<file path="config.mk">
export PLATFORM = sky130hd
export DESIGN_NAME = shear_mirror_tile_address_gen_flat
export DESIGN_NICKNAME = d
export VERILOG_FILES = /design/src/sv/smtag_pkg.sv /design/src/sv/smtag_ifs.sv /design/src/sv/shear_mirror_tile_address_gen.sv /design/src/flat_wrapper.sv
export SDC_FILE = /design/constraint.sdc
export NUM_CORES = 2
export LEC_CHECK = 0
export BUFFER_PORTS_ARGS = -buffer_cell sky130_fd_sc_hd__buf_2
export CAP_MARGIN = 20
export CORE_MARGIN = 5
export CORE_UTILIZATION = 68
export DETAILED_ROUTE_END_ITERATION = 16
export PLACE_DENSITY_LB_ADDON = 0.05
export SLEW_MARGIN = 20
export SYNTH_ARGS = -nofsm -noshare
export SYNTH_HDL_FRONTEND = slang
export SYNTH_SLANG_ARGS = --single-unit
</file>
<file path="constraint.sdc">
create_clock -name clk -period 117.7 [get_ports clk]
set_input_delay 23.54 -clock clk [delete_from_list [all_inputs] [get_ports clk]]
set_output_delay 23.54 -clock clk [all_outputs]
set_load 0.02 [all_outputs]
</file>
<file path="src/sv/smtag_pkg.sv">
`timescale 1ns / 1ps
// ----------------------------------------------------------------------------
// Shear mirror tile address generator package
// Widths, register indexes and pipeline lane types shared by the block.
// ----------------------------------------------------------------------------
package smtag_pkg;

    localparam int CoordW   = 12;
    localparam int BoundW   = 13;
    localparam int CoeffW   = 16;
    localparam int PeriodW  = 16;
    localparam int CfgIdxW  = 3;
    localparam int CfgDataW = 16;

    localparam int DiffW  = CoordW + 1;
    localparam int FracW  = 12;
    localparam int ProdW  = CoeffW + DiffW;
    localparam int SumW   = ProdW;
    localparam int MagW   = SumW - 1;
    localparam int LowW   = FracW - 3;
    localparam int QuoW   = MagW - LowW;
    localparam int RemW   = PeriodW + 1;
    localparam int ModW   = PeriodW + LowW;
    localparam int RoundW = ModW - FracW;
    localparam int Lanes  = 2;

    localparam logic [CfgIdxW-1:0] RegShearX  = 3'd0;
    localparam logic [CfgIdxW-1:0] RegShearY  = 3'd1;
    localparam logic [CfgIdxW-1:0] RegPeriod  = 3'd2;
    localparam logic [CfgIdxW-1:0] RegCenterC = 3'd3;
    localparam logic [CfgIdxW-1:0] RegCenterR = 3'd4;
    localparam logic [CfgIdxW-1:0] RegImgCols = 3'd5;
    localparam logic [CfgIdxW-1:0] RegImgRows = 3'd6;

    typedef struct packed {
        logic signed [DiffW-1:0] diff;
        logic signed [ProdW-1:0] prod;
    } mul_lane_t;

    typedef struct packed {
        logic                neg;
        logic [QuoW-1:0]     num;
        logic [LowW-1:0]     low;
        logic [PeriodW-1:0]  rem;
    } div_lane_t;

endpackage

</file>
<file path="src/sv/smtag_ifs.sv">
`timescale 1ns / 1ps
// ----------------------------------------------------------------------------
// Shear mirror tile address generator channels
// Valid/ready channels for pixel coordinates in, source coordinates out and
// configuration writes.
// ----------------------------------------------------------------------------
interface smtag_pix_in_if;
    logic                            valid;
    logic                            ready;
    logic [smtag_pkg::CoordW-1:0]    out_col;
    logic [smtag_pkg::CoordW-1:0]    out_row;

    modport source (output valid, output out_col, output out_row, input ready);
    modport sink (input valid, input out_col, input out_row, output ready);
endinterface

interface smtag_pix_out_if;
    logic                            valid;
    logic                            ready;
    logic [smtag_pkg::CoordW-1:0]    src_col;
    logic [smtag_pkg::CoordW-1:0]    src_row;

    modport source (output valid, output src_col, output src_row, input ready);
    modport sink (input valid, input src_col, input src_row, output ready);
endinterface

interface smtag_cfg_if;
    logic                            valid;
    logic                            ready;
    logic [smtag_pkg::CfgIdxW-1:0]   index;
    logic [smtag_pkg::CfgDataW-1:0]  data;

    modport source (output valid, output index, output data, input ready);
    modport sink (input valid, input index, input data, output ready);
endinterface

</file>
<file path="src/sv/shear_mirror_tile_address_gen.sv">
`timescale 1ns / 1ps
// ----------------------------------------------------------------------------
// Shear mirror tile address generator
// Maps an output pixel coordinate to the source pixel to fetch.
// ----------------------------------------------------------------------------
// The pix_in channel takes one output pixel coordinate per beat and the
// pix_out channel returns one clamped source coordinate per beat, in order.
// The cfg channel writes the seven setup registers by index and is always
// ready; the user must write it only while no beat is in flight (unchecked).
// The datapath is a 24 stage pipeline: a multiply stage, a sum and magnitude
// stage, one stage per quotient bit of the 19 step remainder unit that reduces
// the sheared coordinate modulo twice the tile period, a sign fixup stage, a
// mirror fold stage and a round and clamp stage that feeds the output register.
// One beat
// per cycle is accepted while the receiver takes results.
// When the receiver stalls with a result waiting, the whole pipeline holds
// and pix_in.ready drops in the same cycle; nothing is lost or repeated.
// Reset empties the pipeline and loads the default register values.
// ----------------------------------------------------------------------------
module shear_mirror_tile_address_gen #(
    parameter int MAX_DIM = 4096
) (
    input  logic            clk,
    input  logic            rst_n,
    smtag_pix_in_if.sink    pix_in,
    smtag_pix_out_if.source pix_out,
    smtag_cfg_if.sink       cfg
);

    localparam int Lanes  = smtag_pkg::Lanes;
    localparam int QuoW   = smtag_pkg::QuoW;
    localparam int ModW   = smtag_pkg::ModW;
    localparam int LowW   = smtag_pkg::LowW;
    localparam int PerW   = smtag_pkg::PeriodW;
    localparam int RndW   = smtag_pkg::RoundW;
    localparam int NumSt  = QuoW + 5;
    localparam int DimW   = $clog2(MAX_DIM + 1);
    localparam int CmpW   = (DimW > smtag_pkg::BoundW) ? DimW : smtag_pkg::BoundW;

    logic signed [smtag_pkg::CoeffW-1:0]  shear_x_reg;
    logic signed [smtag_pkg::CoeffW-1:0]  shear_y_reg;
    logic [PerW-1:0]                      period_reg;
    logic [smtag_pkg::CoordW-1:0]         center_col_reg;
    logic [smtag_pkg::CoordW-1:0]         center_row_reg;
    logic [smtag_pkg::BoundW-1:0]         image_cols_reg;
    logic [smtag_pkg::BoundW-1:0]         image_rows_reg;

    logic [NumSt-1:0]          vld_reg;
    logic [NumSt-1:0]          vld_next;
    logic                      en;

    smtag_pkg::mul_lane_t      mul_reg  [Lanes];
    smtag_pkg::mul_lane_t      mul_next [Lanes];
    smtag_pkg::div_lane_t      div_reg  [QuoW+1][Lanes];
    smtag_pkg::div_lane_t      div_next [QuoW+1][Lanes];
    logic [ModW-1:0]           fix_reg  [Lanes];
    logic [ModW-1:0]           fix_next [Lanes];
    logic [ModW-1:0]           fold_reg [Lanes];
    logic [ModW-1:0]           fold_next[Lanes];
    logic [smtag_pkg::CoordW-1:0] out_reg [Lanes];
    logic [smtag_pkg::CoordW-1:0] out_next[Lanes];

    logic signed [smtag_pkg::CoeffW-1:0]  coeff [Lanes];
    logic signed [smtag_pkg::DiffW-1:0]   diff  [Lanes];
    logic [smtag_pkg::BoundW-1:0]         bound [Lanes];
    logic [ModW-1:0]                      two_p;
    logic [ModW-1:0]                      one_p;

    assign en           = !vld_reg[NumSt-1] || pix_out.ready;
    assign pix_in.ready = en;
    assign cfg.ready    = 1'b1;

    assign pix_out.valid   = vld_reg[NumSt-1];
    assign pix_out.src_col = out_reg[0];
    assign pix_out.src_row = out_reg[1];

    assign coeff[0] = shear_x_reg;
    assign coeff[1] = shear_y_reg;
    assign diff[0]  = $signed({1'b0, pix_in.out_col}) - $signed({1'b0, center_col_reg});
    assign diff[1]  = $signed({1'b0, pix_in.out_row}) - $signed({1'b0, center_row_reg});
    assign bound[0] = image_cols_reg;
    assign bound[1] = image_rows_reg;
    assign two_p    = {period_reg, {LowW{1'b0}}};
    assign one_p    = {1'b0, period_reg, {(LowW-1){1'b0}}};

    always_comb
    begin
        logic signed [smtag_pkg::SumW-1:0] sum;
        logic [smtag_pkg::SumW-1:0]        mag;
        logic [smtag_pkg::RemW-1:0]        rsh;
        logic [ModW-1:0]                   m;
        logic [ModW-1:0]                   rnd;
        logic [RndW-1:0]                   v;
        logic [CmpW-1:0]                   lim;
        logic [CmpW-1:0]                   hi;
        logic [CmpW-1:0]                   res;

        vld_next = {vld_reg[NumSt-2:0], pix_in.valid};

        for (int l = 0; l < Lanes; l++)
        begin
            mul_next[l].diff = diff[l];
            mul_next[l].prod = smtag_pkg::ProdW'(coeff[l])
                             * smtag_pkg::ProdW'(diff[Lanes-1-l]);

            sum = (smtag_pkg::SumW'(mul_reg[l].diff) <<< smtag_pkg::FracW) + mul_reg[l].prod;
            mag = sum[smtag_pkg::SumW-1] ? smtag_pkg::SumW'(-sum) : smtag_pkg::SumW'(sum);
            div_next[0][l].neg = sum[smtag_pkg::SumW-1];
            div_next[0][l].num = mag[smtag_pkg::MagW-1:LowW];
            div_next[0][l].low = mag[LowW-1:0];
            div_next[0][l].rem = '0;

            for (int k = 0; k < QuoW; k++)
            begin
                rsh = {div_reg[k][l].rem, div_reg[k][l].num[QuoW-1]};
                if (rsh >= {1'b0, period_reg})
                begin
                    rsh = rsh - {1'b0, period_reg};
                end
                div_next[k+1][l].neg = div_reg[k][l].neg;
                div_next[k+1][l].num = {div_reg[k][l].num[QuoW-2:0], 1'b0};
                div_next[k+1][l].low = div_reg[k][l].low;
                div_next[k+1][l].rem = rsh[PerW-1:0];
            end

            m = {div_reg[QuoW][l].rem, div_reg[QuoW][l].low};
            fix_next[l] = (div_reg[QuoW][l].neg && (m != '0)) ? two_p - m : m;

            fold_next[l] = (fix_reg[l] > one_p) ? two_p - fix_reg[l] : fix_reg[l];

            rnd = fold_reg[l] + ModW'(2048);
            v   = (period_reg == '0) ? '0 : rnd[ModW-1:smtag_pkg::FracW];
            lim = (bound[l] == '0) ? CmpW'(1) : CmpW'(bound[l]);
            if (lim > CmpW'(MAX_DIM))
            begin
                lim = CmpW'(MAX_DIM);
            end
            hi  = lim - CmpW'(1);
            res = (CmpW'(v) > hi) ? hi : CmpW'(v);
            out_next[l] = res[smtag_pkg::CoordW-1:0];
        end
    end

    always_ff @(posedge clk or negedge rst_n)
    begin
        if (!rst_n)
        begin
            shear_x_reg    <= '0;
            shear_y_reg    <= '0;
            period_reg     <= PerW'(1024);
            center_col_reg <= '0;
            center_row_reg <= '0;
            image_cols_reg <= smtag_pkg::BoundW'(640);
            image_rows_reg <= smtag_pkg::BoundW'(480);
        end
        else if (cfg.valid && cfg.ready)
        begin
            case (cfg.index)
                smtag_pkg::RegShearX:  shear_x_reg    <= cfg.data;
                smtag_pkg::RegShearY:  shear_y_reg    <= cfg.data;
                smtag_pkg::RegPeriod:  period_reg     <= cfg.data;
                smtag_pkg::RegCenterC: center_col_reg <= cfg.data[smtag_pkg::CoordW-1:0];
                smtag_pkg::RegCenterR: center_row_reg <= cfg.data[smtag_pkg::CoordW-1:0];
                smtag_pkg::RegImgCols: image_cols_reg <= cfg.data[smtag_pkg::BoundW-1:0];
                smtag_pkg::RegImgRows: image_rows_reg <= cfg.data[smtag_pkg::BoundW-1:0];
                default: ;
            endcase
        end
    end

    always_ff @(posedge clk or negedge rst_n)
    begin
        if (!rst_n)
        begin
            vld_reg <= '0;
        end
        else if (en)
        begin
            vld_reg <= vld_next;
        end
    end

    always_ff @(posedge clk)
    begin
        if (en)
        begin
            mul_reg  <= mul_next;
            div_reg  <= div_next;
            fix_reg  <= fix_next;
            fold_reg <= fold_next;
            out_reg  <= out_next;
        end
    end

endmodule

</file>
<file path="src/flat_wrapper.sv">
// flat-port wrapper written by rule: the top's interface ports become plain ports
module shear_mirror_tile_address_gen_flat 
#(
    parameter int MAX_DIM = 4096
)
  (clk, rst_n, pix_in_valid, pix_in_out_col, pix_in_out_row, pix_in_ready, pix_out_valid, pix_out_src_col, pix_out_src_row, pix_out_ready, cfg_valid, cfg_index, cfg_data, cfg_ready);
  smtag_pix_in_if pix_in_i ();
  smtag_pix_out_if pix_out_i ();
  smtag_cfg_if cfg_i ();
  input  logic clk;
  input  logic rst_n;
  input wire logic [$bits(pix_in_i.valid)-1:0] pix_in_valid;
  input wire logic [$bits(pix_in_i.out_col)-1:0] pix_in_out_col;
  input wire logic [$bits(pix_in_i.out_row)-1:0] pix_in_out_row;
  output wire logic [$bits(pix_in_i.ready)-1:0] pix_in_ready;
  output wire logic [$bits(pix_out_i.valid)-1:0] pix_out_valid;
  output wire logic [$bits(pix_out_i.src_col)-1:0] pix_out_src_col;
  output wire logic [$bits(pix_out_i.src_row)-1:0] pix_out_src_row;
  input wire logic [$bits(pix_out_i.ready)-1:0] pix_out_ready;
  input wire logic [$bits(cfg_i.valid)-1:0] cfg_valid;
  input wire logic [$bits(cfg_i.index)-1:0] cfg_index;
  input wire logic [$bits(cfg_i.data)-1:0] cfg_data;
  output wire logic [$bits(cfg_i.ready)-1:0] cfg_ready;
  assign pix_in_i.valid = pix_in_valid;
  assign pix_in_i.out_col = pix_in_out_col;
  assign pix_in_i.out_row = pix_in_out_row;
  assign pix_in_ready = pix_in_i.ready;
  assign pix_out_valid = pix_out_i.valid;
  assign pix_out_src_col = pix_out_i.src_col;
  assign pix_out_src_row = pix_out_i.src_row;
  assign pix_out_i.ready = pix_out_ready;
  assign cfg_i.valid = cfg_valid;
  assign cfg_i.index = cfg_index;
  assign cfg_i.data = cfg_data;
  assign cfg_ready = cfg_i.ready;
  shear_mirror_tile_address_gen #(.MAX_DIM(MAX_DIM)) u_core (.clk(clk), .rst_n(rst_n), .pix_in(pix_in_i), .pix_out(pix_out_i), .cfg(cfg_i));
endmodule
</file>
==> flow_summary.ini <==
[floorplan]
ioPinCount = 75
rows = 145
die_x_um = 407.4
dieArea_sq_um = 165900
dieHeight_um = 407.4
core_area_sq_um = 156600
initial_core_util_pct = 68.57

[timing]
slew-limit-headroom_pct = 26.26
post-route-period-util_pct = 40.89
fmax_mhz = 20.78
fin_skew_ps = 52.17
rsz0062_at_grt = no
final_hold_viol_count = 0
setup-violations-final = 0
setup-tns-final_ps = 0
tightest_slew_ps = 1106
slew_viol_final = 0
final.min_clock_period_ps = 48130

[clocking]
post-cts-setup-buffer-count = 0
path_clk_slew_ps = 60
clock-root-buffer = clkbuf_16
hold_buffers = 0
cts-htree-levels = 4
cts_resized = 0
cts_max_path_buffers = 3
clkLatencyLatePin_ps = 820
cts_made_buffers = 170
cts_tree = done
cts.sinks = 1696

[hold_path]
hold_class = register to register

[worst_setup_path]
arrival_ps = 24590
setup.worst_path.start_class = input port
critPathCaptureType = output pin
critPathKind = input port to output pin
worstPathMaxFanout = 54
required_ps = 94160

[synthesis]
netlist_top_cells_count = 1,574 x edfxtp_1, 908 x ha_1, 832 x nand2_1
synthArstFlopShare_pct = 7.193
ys_ff_latch = 1696
synth_flop_cell = edfxtp_1
synth_most_common_cell = edfxtp_1
synth_seq_area_share_pct = 46.87
yosysTopAreaCellShare_pct = 44.02
synth_area_per_cell_sq_um = 11.40
yosys.cell_types.count = 94
synthesis.area_sq_um = 107400
synth-edff-count = 1574
ys_warn_count = 0
syn_inst = 9422
syn-num-nets = 10810
synth_top_cells_by_area = edfxtp_1 44%, ha_1 11%, fa_1 8.0%
synth_largest_area_cell = edfxtp_1

[layout]
largest_reg_flops = 722
seq_area_sq_um = 50330
drive_above_1_share_pct = 8.435
nNetsFinal = 10960
syn2layout_area_growth_pct = 8.418
fill_cells = 10260
multi_input_area_sq_um = 53510

[grt]
grtUsageTotal_pct = 29.44
grt_overflow_total = 0
grt_pass1_vias = 72820
grt_pass1_wl_um = 390500
antenna_found_initial = 4
grt_max_degree = 213

[detailed_routing]
dr_total_vias = 72840
drt_pre_antenna_iters = 6
wire_per_inst_um = 20.99
drc_errors = 0
initialDrtViolationCount = 5773
vias_per_cell = 6.188
wl_um = 247100
drtAntennaViolNets = 0

[flow_run]
drv_cap = 0

[placed_design]
io_buffers = 73
gp_congestion = 0.8930
dp_hpwl_um = 173600

[outcome]
status = finished clean
-- worst paths after layout --
path / endpoint / slack (ps) / cells after the start / from
worst min register to register: u_core.div_reg[583]$_DFFE_PP_ / 400 / 0 / u_core.div_next[583]$_DFFE_PP_
worst min-delay path: u_core.div_reg[583]$_DFFE_PP_ / 400 / 0 / u_core.div_next[583]$_DFFE_PP_
worst max register to register: u_core.mul_reg[69]$_DFFE_PP_ / 109100 / 30 / u_core.center_row_reg[2]$_DFFE_PN0P_
worst max-delay path: pix_in_ready / 69570 / 3 / pix_out_ready
min in group asynchronous: u_core.vld_reg[15]$_DFFE_PN0P_ / 22770 / 1 / rst_n
max in group asynchronous: u_core.center_row_reg[0]$_DFFE_PN0P_ / 93570 / 2 / rst_n
-- cell type report --
class,count,area share [%]
multi-input cells,6731,45.97
repair buffers,162,0.9674
well taps,2058,2.212
inverters,809,2.609
flip-flops and latches,1696,43.24
clock buffers,216,3.928
clock inverters,96,1.071
diodes,3,0.006449
-- metal layers --
metal / track usage, % / up-vias / part of all wire [%]
li1: - / 34290 / -
met1: 38.18 / 35610 / 41
met2: 50.25 / 2354 / 49
met3: 4.740 / 579 / 6.3
met4: 11.32 / 4 / 3.9
met5: 0 / - / 0.011
-- metrics by stage --
stage	util [%]	hold slack (ps)	worst slack [ps]	instances	instance area (sq um)
3_3_place_gp	70.54	400.1	69570	11450	110400
3_5_place_dp	70.54	404.5	69570	11450	110400
6_report	74.35	399.0	69570	11770	116400
2_1_floorplan	-	400.3	27700	9422	107400
5_1_grt	74.34	407.4	69500	11770	116400
4_1_cts	74.26	394.0	69560	11770	116300
-- cell families (layout without fill, tap and decap cells) --
group                      Yosys count  count (layout)  synth area share (%)
buffers and inverters              995            1283                 3.505
other                                1               4              0.003493
xor gates and xnor gates           612             612                 4.992
muxes                              387             387                 3.953
and+or+nand+nor                   2519            2519                 11.24
DFF                               1696            1696                 46.87
AOI/OAI and AO/OA                 1874            1874                 10.83
adders and majority gates         1338            1338                 18.60
-- layout by cell type (no fill, tap or decap), types with 144 or more instances in the layout --
cell and instances:
edfxtp_1 1574, ha_1 908, nand2_1 832, inv_1 793, nor2_1 545, a21oi_1 517
o21ai_0 494, fa_1 430, xnor2_1 426, mux2_2 295, nor2b_1 195, a21o_1 186
xor2_1 185, nor3_1 179, clkbuf_16 174, nand4_1 160, and2_1 144
-- critical path, stage by stage --
cell      delay, ps
buf_2            80
nand2b_4        560
buf_2           390
Power is left out: the tool's default activity adds up to more than one toggle a clock period on the data nets, which glitch-free logic cannot reach.
